==> src/rtl/ope_pkg.sv <==
// Ogg page packet extractor: shared types and constants.
// Phase and status codes, header byte positions, result layout.
// No dependencies.
package ope_pkg;

  localparam int HeaderBytes = 27;
  localparam int TableDepth  = 256;
  localparam int TableAw     = $clog2(TableDepth);

  localparam logic [7:0]  EosMask   = 8'h04;
  localparam logic [7:0]  LaceFull  = 8'hFF;

  localparam logic [4:0] HdrMagicEnd = 5'd4;
  localparam logic [4:0] HdrEosByte  = 5'd5;
  localparam logic [4:0] HdrLast     = 5'(HeaderBytes - 1);

  typedef enum logic [1:0] {
    PhHeader,
    PhLacing,
    PhData
  } phase_e;

  typedef enum logic [2:0] {
    StData    = 3'd0,
    StCapture = 3'd1,
    StZero    = 3'd2,
    StLarge   = 3'd3,
    StTrunc   = 3'd4
  } status_e;

  typedef struct packed {
    logic [7:0]  payload_byte;
    logic        packet_end;
    logic [15:0] packet_length;
    logic        stream_done;
    status_e     status;
  } result_t;

  // "OggS"
  function automatic logic [7:0] capture_byte(input logic [1:0] pos);
    logic [7:0] val;
    unique case (pos)
      2'd0:    val = 8'h4F;
      2'd1:    val = 8'h67;
      2'd2:    val = 8'h67;
      default: val = 8'h53;
    endcase
    return val;
  endfunction

endpackage

==> src/rtl/ope_ram.sv <==
// Ogg page packet extractor: generic single-write, single-read RAM.
// Registered read, old data on a same-address read and write.
// No dependencies.
module ope_ram #(
  parameter int Width = 8,
  parameter int Depth = 256
) (
  input  logic                     clk_i,
  input  logic                     we_i,
  input  logic [$clog2(Depth)-1:0] waddr_i,
  input  logic [Width-1:0]         wdata_i,
  input  logic [$clog2(Depth)-1:0] raddr_i,
  output logic [Width-1:0]         rdata_o
);

  logic [Width-1:0] mem_q [Depth];

  always_ff @(posedge clk_i) begin
    if (we_i) begin
      mem_q[waddr_i] <= wdata_i;
    end
    rdata_o <= mem_q[raddr_i];
  end

endmodule

==> src/rtl/ogg_page_packet_extractor.sv <==
// Ogg page packet extractor: top level.
// Depends on ope_pkg and ope_ram (lacing table).
//
// Usage:
//   Slave stream: one Ogg stream byte per transaction in s_axis_tdata_i;
//   s_axis_tuser_i high marks end of input (no byte carried).
//   Master stream: zero or one result per input transaction.
//     tdata = payload byte, packet length; tlast = last byte of a packet;
//     tuser = stream done, status (0 data, else an error code).
//   MaxPacket sets the longest packet in bytes.
//   Throughput: one byte per cycle unless the receiver stalls. Each byte
//   makes one lacing table access; the table read address is taken from
//   the next-state value so the registered read already matches the
//   segment in use. A result is written into the output register as its
//   byte is accepted.
//   The output register lets a new byte in whenever it is empty or is
//   being drained; while the receiver stalls with a result held,
//   s_axis_tready_o is low.
//   Reset: empties the output register and returns to header collection.
//   The lacing table needs no clearing; entries are read only once written.
//   After an error or the end-of-stream packet, bytes are still taken
//   but give no results until reset.
module ogg_page_packet_extractor
  import ope_pkg::*;
#(
  parameter int unsigned MaxPacket = 65535
) (
  input  logic        clk_i,
  input  logic        rst_ni,
  input  logic        s_axis_tvalid_i,
  output logic        s_axis_tready_o,
  input  logic [7:0]  s_axis_tdata_i,   // [7:0] data_byte
  input  logic        s_axis_tuser_i,   // [0] input_ended
  output logic        m_axis_tvalid_o,
  input  logic        m_axis_tready_i,
  output logic [23:0] m_axis_tdata_o,   // [7:0] payload_byte, [23:8] packet_length
  output logic        m_axis_tlast_o,   // packet_end
  output logic [3:0]  m_axis_tuser_o    // [0] stream_done, [3:1] status
);

  localparam logic [15:0] MaxLen = 16'(MaxPacket);

  phase_e      phase_q, phase_d;
  logic [4:0]  hdr_cnt_q, hdr_cnt_d;
  logic        cap_q, cap_d;
  logic        eos_q, eos_d;
  logic [7:0]  segs_q, segs_d;
  logic [7:0]  idx_q, idx_d;
  logic [7:0]  left_q, left_d;
  logic        full_q, full_d;
  logic [15:0] len_q, len_d;
  logic        halted_q, halted_d;
  logic [7:0]  first_q, first_d;

  logic        byp_q, byp_d;
  logic [7:0]  byp_data_q;
  logic [7:0]  ram_rdata;
  logic [7:0]  lace_rd;
  logic        ram_we;

  logic        in_acc;
  logic        res_valid;
  result_t     res;
  logic        m_valid_q, m_valid_d;
  result_t     m_res_q;

  assign in_acc          = s_axis_tvalid_i & s_axis_tready_o;
  assign s_axis_tready_o = ~m_valid_q | m_axis_tready_i;
  assign lace_rd         = byp_q ? byp_data_q : ram_rdata;
  assign byp_d           = ram_we && (idx_q == idx_d);

  ope_ram #(
    .Width (8),
    .Depth (TableDepth)
  ) u_lacing (
    .clk_i   (clk_i),
    .we_i    (ram_we),
    .waddr_i (idx_q[TableAw-1:0]),
    .wdata_i (s_axis_tdata_i),
    .raddr_i (idx_d[TableAw-1:0]),
    .rdata_o (ram_rdata)
  );

  // next state
  always_comb begin
    logic [4:0]  hc;
    logic        cap;
    logic        hdr_path;
    logic        err;
    logic [7:0]  left;
    logic        full;
    logic [7:0]  t0;
    logic        end_f;
    logic [15:0] len;

    phase_d   = phase_q;
    hdr_cnt_d = hdr_cnt_q;
    cap_d     = cap_q;
    eos_d     = eos_q;
    segs_d    = segs_q;
    idx_d     = idx_q;
    left_d    = left_q;
    full_d    = full_q;
    len_d     = len_q;
    halted_d  = halted_q;
    first_d   = first_q;
    ram_we    = 1'b0;
    res_valid = 1'b0;
    res       = '0;
    res.status = StData;
    hc        = hdr_cnt_q;
    cap       = cap_q;
    hdr_path  = 1'b0;
    err       = 1'b0;
    left      = left_q;
    full      = full_q;
    t0        = first_q;
    end_f     = 1'b0;
    len       = len_q;

    if (in_acc && !halted_q) begin
      if (s_axis_tuser_i) begin
        res_valid  = 1'b1;
        res.status = StTrunc;
        halted_d   = 1'b1;
      end else begin
        unique case (phase_q)
          PhHeader: hdr_path = 1'b1;
          PhLacing: begin
            ram_we = 1'b1;
            if (idx_q == 8'd0) begin
              first_d = s_axis_tdata_i;
            end
            if (({1'b0, idx_q} + 9'd1) < {1'b0, segs_q}) begin
              idx_d = idx_q + 8'd1;
            end else begin
              phase_d = PhData;
              idx_d   = 8'd0;
              left_d  = 8'd0;
              t0      = (idx_q == 8'd0) ? s_axis_tdata_i : first_q;
              if (t0 == 8'd0) begin
                idx_d = 8'd1;
                res_valid = 1'b1;
                if (len_q == 16'd0) begin
                  res.status = StZero;
                  halted_d   = 1'b1;
                end else begin
                  res.packet_end    = 1'b1;
                  res.packet_length = len_q;
                  res.stream_done   = eos_q && (segs_q == 8'd1);
                  len_d    = 16'd0;
                  halted_d = eos_q && (segs_q == 8'd1);
                end
              end
            end
          end
          PhData: begin
            if (left_q == 8'd0) begin
              if (idx_q >= segs_q) begin
                hdr_path = 1'b1;
                hc       = 5'd0;
                cap      = 1'b1;
              end else begin
                idx_d = idx_q + 8'd1;
                if (lace_rd == 8'd0) begin
                  err        = 1'b1;
                  res_valid  = 1'b1;
                  res.status = StZero;
                  halted_d   = 1'b1;
                end else begin
                  left = lace_rd;
                  full = (lace_rd == LaceFull);
                end
              end
            end
            if (!hdr_path && !err) begin
              res_valid = 1'b1;
              if (len_q >= MaxLen) begin
                res.status = StLarge;
                halted_d   = 1'b1;
              end else begin
                len  = len_q + 16'd1;
                left = left - 8'd1;
                if (left == 8'd0) begin
                  if (!full) begin
                    end_f = 1'b1;
                  end else if (idx_q < segs_q && lace_rd == 8'd0) begin
                    idx_d = idx_q + 8'd1;
                    end_f = 1'b1;
                  end
                end
                left_d = left;
                full_d = full;
                len_d  = len;
                res.payload_byte  = s_axis_tdata_i;
                res.packet_length = len;
                res.packet_end    = end_f;
                if (end_f) begin
                  res.stream_done = eos_q && (idx_d == segs_q);
                  halted_d        = eos_q && (idx_d == segs_q);
                  len_d           = 16'd0;
                end
              end
            end
          end
          default: ;
        endcase

        if (hdr_path) begin
          if (hc < HdrMagicEnd && s_axis_tdata_i != capture_byte(hc[1:0])) begin
            cap = 1'b0;
          end
          if (hc == HdrEosByte) begin
            eos_d = (s_axis_tdata_i & EosMask) != 8'd0;
          end
          phase_d = PhHeader;
          if (hc == HdrLast) begin
            hdr_cnt_d = 5'd0;
            cap_d     = 1'b1;
            segs_d    = s_axis_tdata_i;
            if (!cap) begin
              res_valid  = 1'b1;
              res.status = StCapture;
              halted_d   = 1'b1;
            end else if (s_axis_tdata_i != 8'd0) begin
              phase_d = PhLacing;
              idx_d   = 8'd0;
            end
          end else begin
            hdr_cnt_d = hc + 5'd1;
            cap_d     = cap;
          end
        end
      end
    end
  end

  // output register next state
  always_comb begin
    if (in_acc) begin
      m_valid_d = res_valid;
    end else begin
      m_valid_d = m_valid_q & ~m_axis_tready_i;
    end
  end

  always_ff @(posedge clk_i or negedge rst_ni) begin
    if (!rst_ni) begin
      phase_q   <= PhHeader;
      hdr_cnt_q <= 5'd0;
      cap_q     <= 1'b1;
      eos_q     <= 1'b0;
      segs_q    <= 8'd0;
      idx_q     <= 8'd0;
      left_q    <= 8'd0;
      full_q    <= 1'b0;
      len_q     <= 16'd0;
      halted_q  <= 1'b0;
      byp_q     <= 1'b0;
      m_valid_q <= 1'b0;
    end else begin
      phase_q   <= phase_d;
      hdr_cnt_q <= hdr_cnt_d;
      cap_q     <= cap_d;
      eos_q     <= eos_d;
      segs_q    <= segs_d;
      idx_q     <= idx_d;
      left_q    <= left_d;
      full_q    <= full_d;
      len_q     <= len_d;
      halted_q  <= halted_d;
      byp_q     <= byp_d;
      m_valid_q <= m_valid_d;
    end
  end

  always_ff @(posedge clk_i) begin
    first_q    <= first_d;
    byp_data_q <= s_axis_tdata_i;
    if (in_acc && res_valid) begin
      m_res_q <= res;
    end
  end

  assign m_axis_tvalid_o = m_valid_q;
  assign m_axis_tdata_o  = {m_res_q.packet_length, m_res_q.payload_byte};
  assign m_axis_tlast_o  = m_res_q.packet_end;
  assign m_axis_tuser_o  = {m_res_q.status, m_res_q.stream_done};

  // no result once halted
  assert property (@(posedge clk_i) disable iff (!rst_ni)
    halted_q |-> !res_valid)
    else $error("result produced while halted");

  // an error result halts the block
  assert property (@(posedge clk_i) disable iff (!rst_ni)
    (in_acc && res_valid && res.status != StData) |=> halted_q)
    else $error("error result without halt");

  // data results never carry a zero length, the end marker path included
  assert property (@(posedge clk_i) disable iff (!rst_ni)
    (in_acc && res_valid && res.status == StData) |-> res.packet_length != 16'd0)
    else $error("data result with zero length");

  // segment index stays inside the page in data phase
  assert property (@(posedge clk_i) disable iff (!rst_ni)
    (phase_q == PhData) |-> (idx_q <= segs_q))
    else $error("segment index past page end");

endmodule

==> config.mk <==
export PLATFORM = sky130hd
export DESIGN_NAME = ogg_page_packet_extractor
export DESIGN_NICKNAME = d
export VERILOG_FILES = /design/src/rtl/ope_pkg.sv /design/src/rtl/ope_ram.sv /design/src/rtl/ogg_page_packet_extractor.sv
export SDC_FILE = /design/constraint.sdc
export NUM_CORES = 2
export LEC_CHECK = 0
export ABC_AREA = 1
export BUFFER_PORTS_ARGS = -buffer_cell sky130_fd_sc_hd__buf_2
export CAP_MARGIN = 20
export CORE_MARGIN = 8
export CORE_UTILIZATION = 55
export CTS_BUF_LIST = sky130_fd_sc_hd__clkbuf_2 sky130_fd_sc_hd__clkbuf_4 sky130_fd_sc_hd__clkbuf_8
export CTS_CLUSTER_SIZE = 12
export DETAILED_ROUTE_END_ITERATION = 10
export PLACE_DENSITY = 0.83
export REMOVE_ABC_BUFFERS = 1
export SLEW_MARGIN = 20
export SYNTH_ARGS = -nofsm -noshare
export SYNTH_HDL_FRONTEND = slang
export SYNTH_SLANG_ARGS = --single-unit
==> constraint.sdc <==
create_clock -name clk_i -period 6.2 [get_ports clk_i]
set_clock_uncertainty 0.2 [all_clocks]
set_input_delay 1.24 -clock clk_i [delete_from_list [all_inputs] [get_ports clk_i]]
set_output_delay 1.24 -clock clk_i [all_outputs]
set_load 0.01 [all_outputs]
After elaboration in Yosys (flattened, before gate mapping)
Memory sizes are Yosys's and may differ from the RTL's. A register that Yosys moved wholly into a read port is not among the register bits.
Index checks and enable logic that the tools add are counted.
{ "op_classes": {"n_addsub": 5, "shift": 0, "n_eq_ne": 17, "n_reduce_logical": 33, "bitwise_logic": 10, "mux": 137, "n_div": 0, "order_cmp": 5, "multipliers": 0} }
{ "op_table": {"columns": ["op", "n"], "rows": [
  ["2-to-1 mux 8 bit", 33],
  ["2-to-1 mux 16 bit", 6],
  ["2-to-1 mux 1 bit", 67],
  ["2-to-1 mux 21 bit", 3],
  ["case mux 21 bit (2 select lines)", 1],
  ["logical NOT 8 bit", 5],
  ["2-to-1 mux 18 bit", 2],
  ["case mux 16 bit (2 select lines)", 1],
  ["case mux 8 bit (2 select lines)", 2],
  ["2-to-1 mux 5 bit", 6],
  ["adder 16 x 1 -> 16 bit (second input constant)", 1],
  ["== test 8 bit", 2],
  [">= comparator 16 bit (second input constant)", 1],
  ["logical NOT 16 bit", 1],
  ["2-to-1 mux 3 bit", 5],
  ["2-to-1 mux 2 bit", 7],
  ["case mux 6 bit (2 select lines)", 1],
  ["AND reduction 4 bit", 3],
  ["!= test 2 bit (second input constant)", 5],
  ["adder 8 x 1 -> 9 bit (second input constant)", 1],
  ["less-than comparator 9 x 8 -> 1 bit", 1],
  ["adder 8 x 1 -> 8 bit (second input constant)", 1],
  ["== test 8 x 1 -> 1 bit (second input constant)", 1],
  ["== test 8 bit (second input constant)", 1],
  ["other kinds (26)", 50]
]} }
{ "totals": {"mem_bits_rw": 2048, "wordCells": 228, "rom_bits": 0, "input_bits": 13, "latchBits": 0, "reg_bits": 98, "n_memories": 1} }
{ "memory_table": {"columns": ["name", "depth", "width", "read_ports", "rd_ports_with_merged_regs", "wr", "line_no", "rtl"], "rows": [
  ["u_lacing.mem_q", 256, 8, 1, 1, 1, "ope_ram.sv:16", "logic [Width-1:0] mem_q [Depth];"]
]} }

Logic depth before layout (Yosys ltp)
{ "depth": {"word_depth": 27, "ltp_mapped": 39} }

By module
From an unflattened synthesis, not the netlist that was laid out.
{ "unflattened": {"hier_cells": 7853, "area_unflattened_um2": 90022.6} }
{ "modules_own_cells": {"columns": ["module", "cells_per_inst", "seq_area_each_um2", "n_inst", "area_per_inst_um2"], "rows": [
  ["ope_ram", 7003, 61659.1, 1, 83396.2],
  ["ogg_page_packet_extractor", 850, 2598.7, 1, 6626.4]
]} }

Worst setup path before layout
OpenSTA, ideal clock, no wires.
{ "synth_path": {"path_type": "input to register", "start": "input m_axis_tready_i", "end": "memory u_lacing.mem_q[254][0], enable pin", "path_stages": 13, "t_arrival_ps": 3854, "setup_slack_ps": 1776, "setup_ps": 370, "required_time_ps": 5630, "cell_sequence": "inv_1 -> nand2_1 -> nand2_1 -> nor2_1 -> inv_1 -> nor2_1 -> inv_1 -> clkbuf_1 -> nor2_1 -> clkbuf_1 -> nand3_1 -> clkbuf_1 -> nor2_1"} }
{ "synth_via": {"elab_chain_cells": 6} }
{ "synth_lines": {"columns": ["item", "line_no", "rtl"], "rows": [
  ["start, declared", "ogg_page_packet_extractor.sv:35", "input logic m_axis_tready_i,"],
  ["bitwise OR 1 bit", "ogg_page_packet_extractor.sv:68", "assign s_axis_tready_o = ~m_valid_q | m_axis_tready_i;"],
  ["named net s_axis_tready_o", "ogg_page_packet_extractor.sv:31", "output logic s_axis_tready_o,"],
  ["bitwise AND 1 bit", "ogg_page_packet_extractor.sv:67", "assign in_acc = s_axis_tvalid_i & s_axis_tready_o;"],
  ["logical AND 1 bit", "ogg_page_packet_extractor.sv:121", "if (in_acc && !halted_q) begin"],
  ["2-to-1 mux 1 bit", "ogg_page_packet_extractor.sv:121", null],
  ["2-to-1 mux 1 bit", "ope_ram.sv:19", "if (we_i) begin"],
  ["2-to-1 mux 1 bit (implied by the code)", "ope_ram.sv:20", "mem_q[waddr_i] <= wdata_i;"],
  ["end, declared", "ope_ram.sv:16", null]
]} }
The timed path passes the listed nets, and every way through them passes these cells.

Worst setup path after layout
{ "layout_path": {"start": "register byp_q", "end": "register u_lacing.rdata_o[6], read port of u_lacing.mem_q"} }
{ "layout_via": {"elab_chain_cells": 25, "word_cells_on_any_way": 43, "cone_classes": "1 x add/sub; 1 x eq/ne; 36 x mux; 5 x reduce/logical"} }
{ "layout_lines": {"columns": ["item", "line_no", "rtl"], "rows": [
  ["start, declared", "ogg_page_packet_extractor.sv:55", "logic byp_q, byp_d;"],
  ["start signal, assigned", "ogg_page_packet_extractor.sv:272", "byp_q <= byp_d;"],
  ["2-to-1 mux 8 bit *", "ogg_page_packet_extractor.sv:69", "assign lace_rd = byp_q ? byp_data_q : ram_rdata;"],
  ["logical NOT 8 bit", "ogg_page_packet_extractor.sv:165, ogg_page_packet_extractor.sv:187", null],
  ["2-to-1 mux 8 bit", "ogg_page_packet_extractor.sv:165", "if (lace_rd == 8'd0) begin"],
  ["2-to-1 mux 8 bit", "ogg_page_packet_extractor.sv:159", "if (idx_q >= segs_q) begin"],
  ["2-to-1 mux 8 bit", "ogg_page_packet_extractor.sv:158", "if (left_q == 8'd0) begin"],
  ["2-to-1 mux 8 bit", "ogg_page_packet_extractor.sv:127", "unique case (phase_q)"],
  ["2-to-1 mux 8 bit", "ogg_page_packet_extractor.sv:122", "if (s_axis_tuser_i) begin"],
  ["2-to-1 mux 8 bit", "ogg_page_packet_extractor.sv:121", null],
  ["[10 not listed]", null, null],
  ["case mux 8 bit (2 select lines) *", "ogg_page_packet_extractor.sv:127", null],
  ["2-to-1 mux 8 bit", "ogg_page_packet_extractor.sv:225", "end else if (s_axis_tdata_i != 8'd0) begin"],
  ["2-to-1 mux 8 bit", "ogg_page_packet_extractor.sv:221", "if (!cap) begin"],
  ["2-to-1 mux 8 bit", "ogg_page_packet_extractor.sv:217", "if (hc == HdrLast) begin"],
  ["2-to-1 mux 8 bit *", "ogg_page_packet_extractor.sv:209", "if (hdr_path) begin"],
  ["2-to-1 mux 8 bit *", "ogg_page_packet_extractor.sv:122", null],
  ["2-to-1 mux 8 bit *", "ogg_page_packet_extractor.sv:121", null],
  ["named net idx_d[7]", "ogg_page_packet_extractor.sv:48", "logic [7:0] idx_q, idx_d;"],
  ["end, declared", "ope_ram.sv:13", "output logic [Width-1:0] rdata_o"]
]} }
Mark *: on every way through the listed nets, which the timed path passes. The rest lies on a longest branch. The select of a mux whose other input is x is not followed.
A chain may end at the register's enable or synchronous reset.

==> impl_results.md <==
- Result of the run: finished, final reports clean
- Total count of max-transition violations in the final report: 0
- Peak supply drop: 0.0002770 V
- Net switching power: between 0.005 and 0.006 W
- Launching element type of the critical path: flop
- Commonest cells after routing, fill and taps aside: nand2_1 (2827), edfxtp_1 (2085), nand3_1 (1926)
- Routed vias/inst: about 6.2
- Die X-Extent: between 400 and 500 um
- Tightest Pin Transition: 1.289 ns
- Clock transition time at the flip-flop clock pins of the worst setup and hold paths: 0.06 ns
- Largest net degree at the start of global routing: 167
- Die extent in y: 429.7 um
- Number of detailed-routing iterations run before antenna repair: 7
- Headroom to the max-slew limit: 13.79%
- Maximum operating frequency: 168.6 MHz
- DRC marker count from the first detailed-route iteration: 11920
- Total number of H-tree levels: 5
- Net switching share of the total power: 21.06%
- Proportion of synthesized chip area in sequential cells: 68.28%
- Hold WC Path Type: input port to asynchronous set/reset pin
- Mean instance size in the synthesized netlist: 10.63 um^2
- Clock tree from TritonCTS: done
- Via count of the first global-routing pass: 66880
- Final core utilization: approximately 60%
- Yosys warning total: 0
- Comb power frac: 1.8%
- Synthesized instance count: 8850
- Remaining number of nets flagged by the antenna check after routing: 0
- Critical path type: flop to flop
- Ratio of cells with drive above 1 in the final layout: 9.489%
- Clock insertion delay at the later pin of the skew report: ~1.1 ns
- Data arrival time of the critical path: 6.68 ns
- Total power: around 0.028 W
- Top cells by area in the synthesized netlist: edfxtp_1 (67%), nand2_1 (11%), nand3_1 (10%), buf_2 (1.8%), inv_1 (1.7%)
- Cell Rows: 152
- Global Route Usage Sum: 27.55%
- Final net count: just under 9000
- Standard cell area after detailed placement: 96410 um^2
- Proportion of synthesized flip-flops having asynchronous set or reset: 2.461%
- Reg power frac: 56.4%
- Global-route wire length before repair: a little under 400 mm
- Number of hold buffers added after cts: 0
- Minimum clock period: 5.931 ns
- Initial antenna violation count: 14
- Final routed wire length divided by cell count: 23.90 um
- Total vias in the final route: about 70000
- Final RePlAce weighted congestion: 0.9371
- Critical path data required time: a little under 7 ns
- DPL Wire Length: 151.2 mm
- Synthesized cell area: roughly 94000 um^2
- CTS Sinks: 2154
- Floorplan core area: 170800 um^2
- Total routed wirelength: 271.1 mm
- Reg area: 64260 um^2
- Cell-internal power: 0.02239 W
- Number of cells in the design after placement: 10700
- Power per cell area: 273.0 nW/um^2
- Post-route design area: a little over 100000 um^2
- Filler cells: 12680
- Portion of total power attributed to the clock network: 41.8%
- Number of flops mapped to enable cells by yosys: 2085
- Buffer type at the clock tree root: clkbuf_8
- Number of non-filler instances in the completed layout: 11340
- Number of primary I/O pins: 44
- Yosys reg bits: 2154
- Area used by multi-input combinational logic: 25610 um^2
- Drt drc: 0
- Most area-hungry cell type in the Yosys netlist: edfxtp_1
- Final period util: 95.65%
- P&R area growth vs syn: 10.35%
- CP endpoint kind: flop
- Post-synth top area share: 66.52%
- Most common cell after layout, fill and taps aside: nand2_1
- Most used DFF post-synth: edfxtp_1
- Max Root-Sink Buffers: 4
- Count of max-cap constraint violations: 0
- Number of buffers added on ports: 43
- Netlist cell types: 55
- Initial standard-cell utilization of the core: between 50% and 60%
- Total gr overflow: 0
- Final Hold Vio Count: 0
- DIE AREA: 184600 um^2
- Clock buffers created by TritonCTS: 353
- Leakage power: 39.01 nW
- Final setup viols: 0
- Setup Total Neg Slack: 0 ns
- Biggest fanout along the worst timing path: 16
[registers in the layout, indices dropped and copies added, names as in the netlist, 2 cells and up]
| name | count |
|---|---|
| first_q | 8 |
| idx_q | 8 |
| phase_q | 2 |
| m_axis_tuser_o | 4 |
| segs_q | 8 |
| m_axis_tdata_o | 24 |
| len_q | 16 |
| left_q | 8 |
| u_lacing.rdata_o | 8 |
| u_lacing.mem_q | 2048 |
| hdr_cnt_q | 5 |
| byp_data_q | 8 |
[per-layer routing]
layer  vias up  share of wire, %  track usage, %
li1      30610                 -               -
met1     33230                35           35.84
met2      5787                46           41.95
met3       973                15           8.209
met4        10               5.1           14.66
met5         -             0.098               0
[power by group through the flow]
stage                     Combinational (W)  Sequential, W  Clock, W
after floorplan                    0.000100         0.0163         0
final                              0.000505         0.0160    0.0119
after global placement             0.000467         0.0163         0
after detailed placement           0.000481         0.0163         0
after CTS                          0.000483         0.0160    0.0119
after global routing               0.000519         0.0160    0.0124
[critical path, stage by stage, from the launching register on]
cell      delay [ns]
dfrtp_1         0.57
o21ai_0         0.87
nor2_1          0.11
nor2_1          0.27
ha_1            0.23
nand3_1         0.14
o21ai_0         0.20
nand2_1         0.10
nor2_1          0.28
nand2_2         0.17
nor3_4          0.21
buf_4           0.21
nand2_1         0.06
o21ai_1         0.17
o211ai_1        0.16
o21ai_1         0.11
nor2_1          0.09
a21oi_4         0.43
clkinv_1        0.71
nand3_1         0.44
nand2_1         0.08
[logic make-up after synthesis]
family / share of synthesized area, %
adder cells (fa/ha/maj): 0.4121
flip-flops: 68.28
buffers and inverters: 4.844
AO/OA/AOI/OAI: 2.300
AND/OR/NAND/NOR: 23.92
XOR/XNOR: 0.2513
[final timing paths]
check / slack (ns) / cells after the start / endpoint / from
max: 0.27 / 20 / u_lacing.rdata_o[6] / byp_q
min reg2reg: 0.29 / 2 / len_q[10] / len_q[10]
max reg2reg: 0.27 / 20 / u_lacing.rdata_o[6] / byp_q
max in group asynchronous: 5.14 / 2 / idx_q[5] / rst_ni
min: 0.15 / 2 / idx_q[4] / rst_ni
min in group clk_i: 0.21 / 1 / u_lacing.mem_q[129][0] / s_axis_tdata_i[0]
[cells in the mapped netlist (2+ instances only)]
cell      number
a21oi_1      122
a22o_1         2
and2_1         3
buf_1         15
buf_2        347
buf_4         39
buf_6          9
clkbuf_1     187
clkinv_1       5
dfrtp_1       52
dfxtp_1       16
edfxtp_1    2085
ha_1          31
inv_1        429
inv_2         11
nand2_1     2836
nand2_2       10
nand3_1     1954
nand3_2        2
nand3b_1      45
nand4_1       16
nor2_1       336
nor2_2         9
nor3_1        21
nor3_2         2
nor4_1         7
o211ai_1     118
o21ai_0       50
o21ai_1       14
o21ai_2        3
o21bai_1       3
o22ai_1       22
o31ai_1        2
xnor2_1        2
xor2_1        25
[through the flow]
| step | hold WS, ns | worst slack (ns) |
|---|---|---|
| final | 0.1481 | 0.2695 |
| after CTS | 0.09597 | 0.04664 |
| after global placement | 0.2649 | 0.2438 |
| after floorplan | 0.2468 | -41.85 |
| after global routing | 0.1663 | -0.04860 |
| after detailed placement | 0.2709 | 0.1200 |
[layout make-up]
type                            instances  area share, %
Timing Repair Buffer                  249          2.817
Clock buffer                          482          5.701
Multi-Input combinational cell       5656          24.66
Antenna cell                           15        0.03614
Sequential cell                      2154          61.87
Inverter                              445          1.643
Tap cell                             2233          2.690
Clock inverter                        109         0.5843
[timing repair]
action / CTS / global route
buffers inserted: 0 / 23
resized for setup: 0 / 62
setup endpoints to repair: 0 / 8
endpoints found under the hold margin: 0 / 0
(Power assumes the default switching activity.)
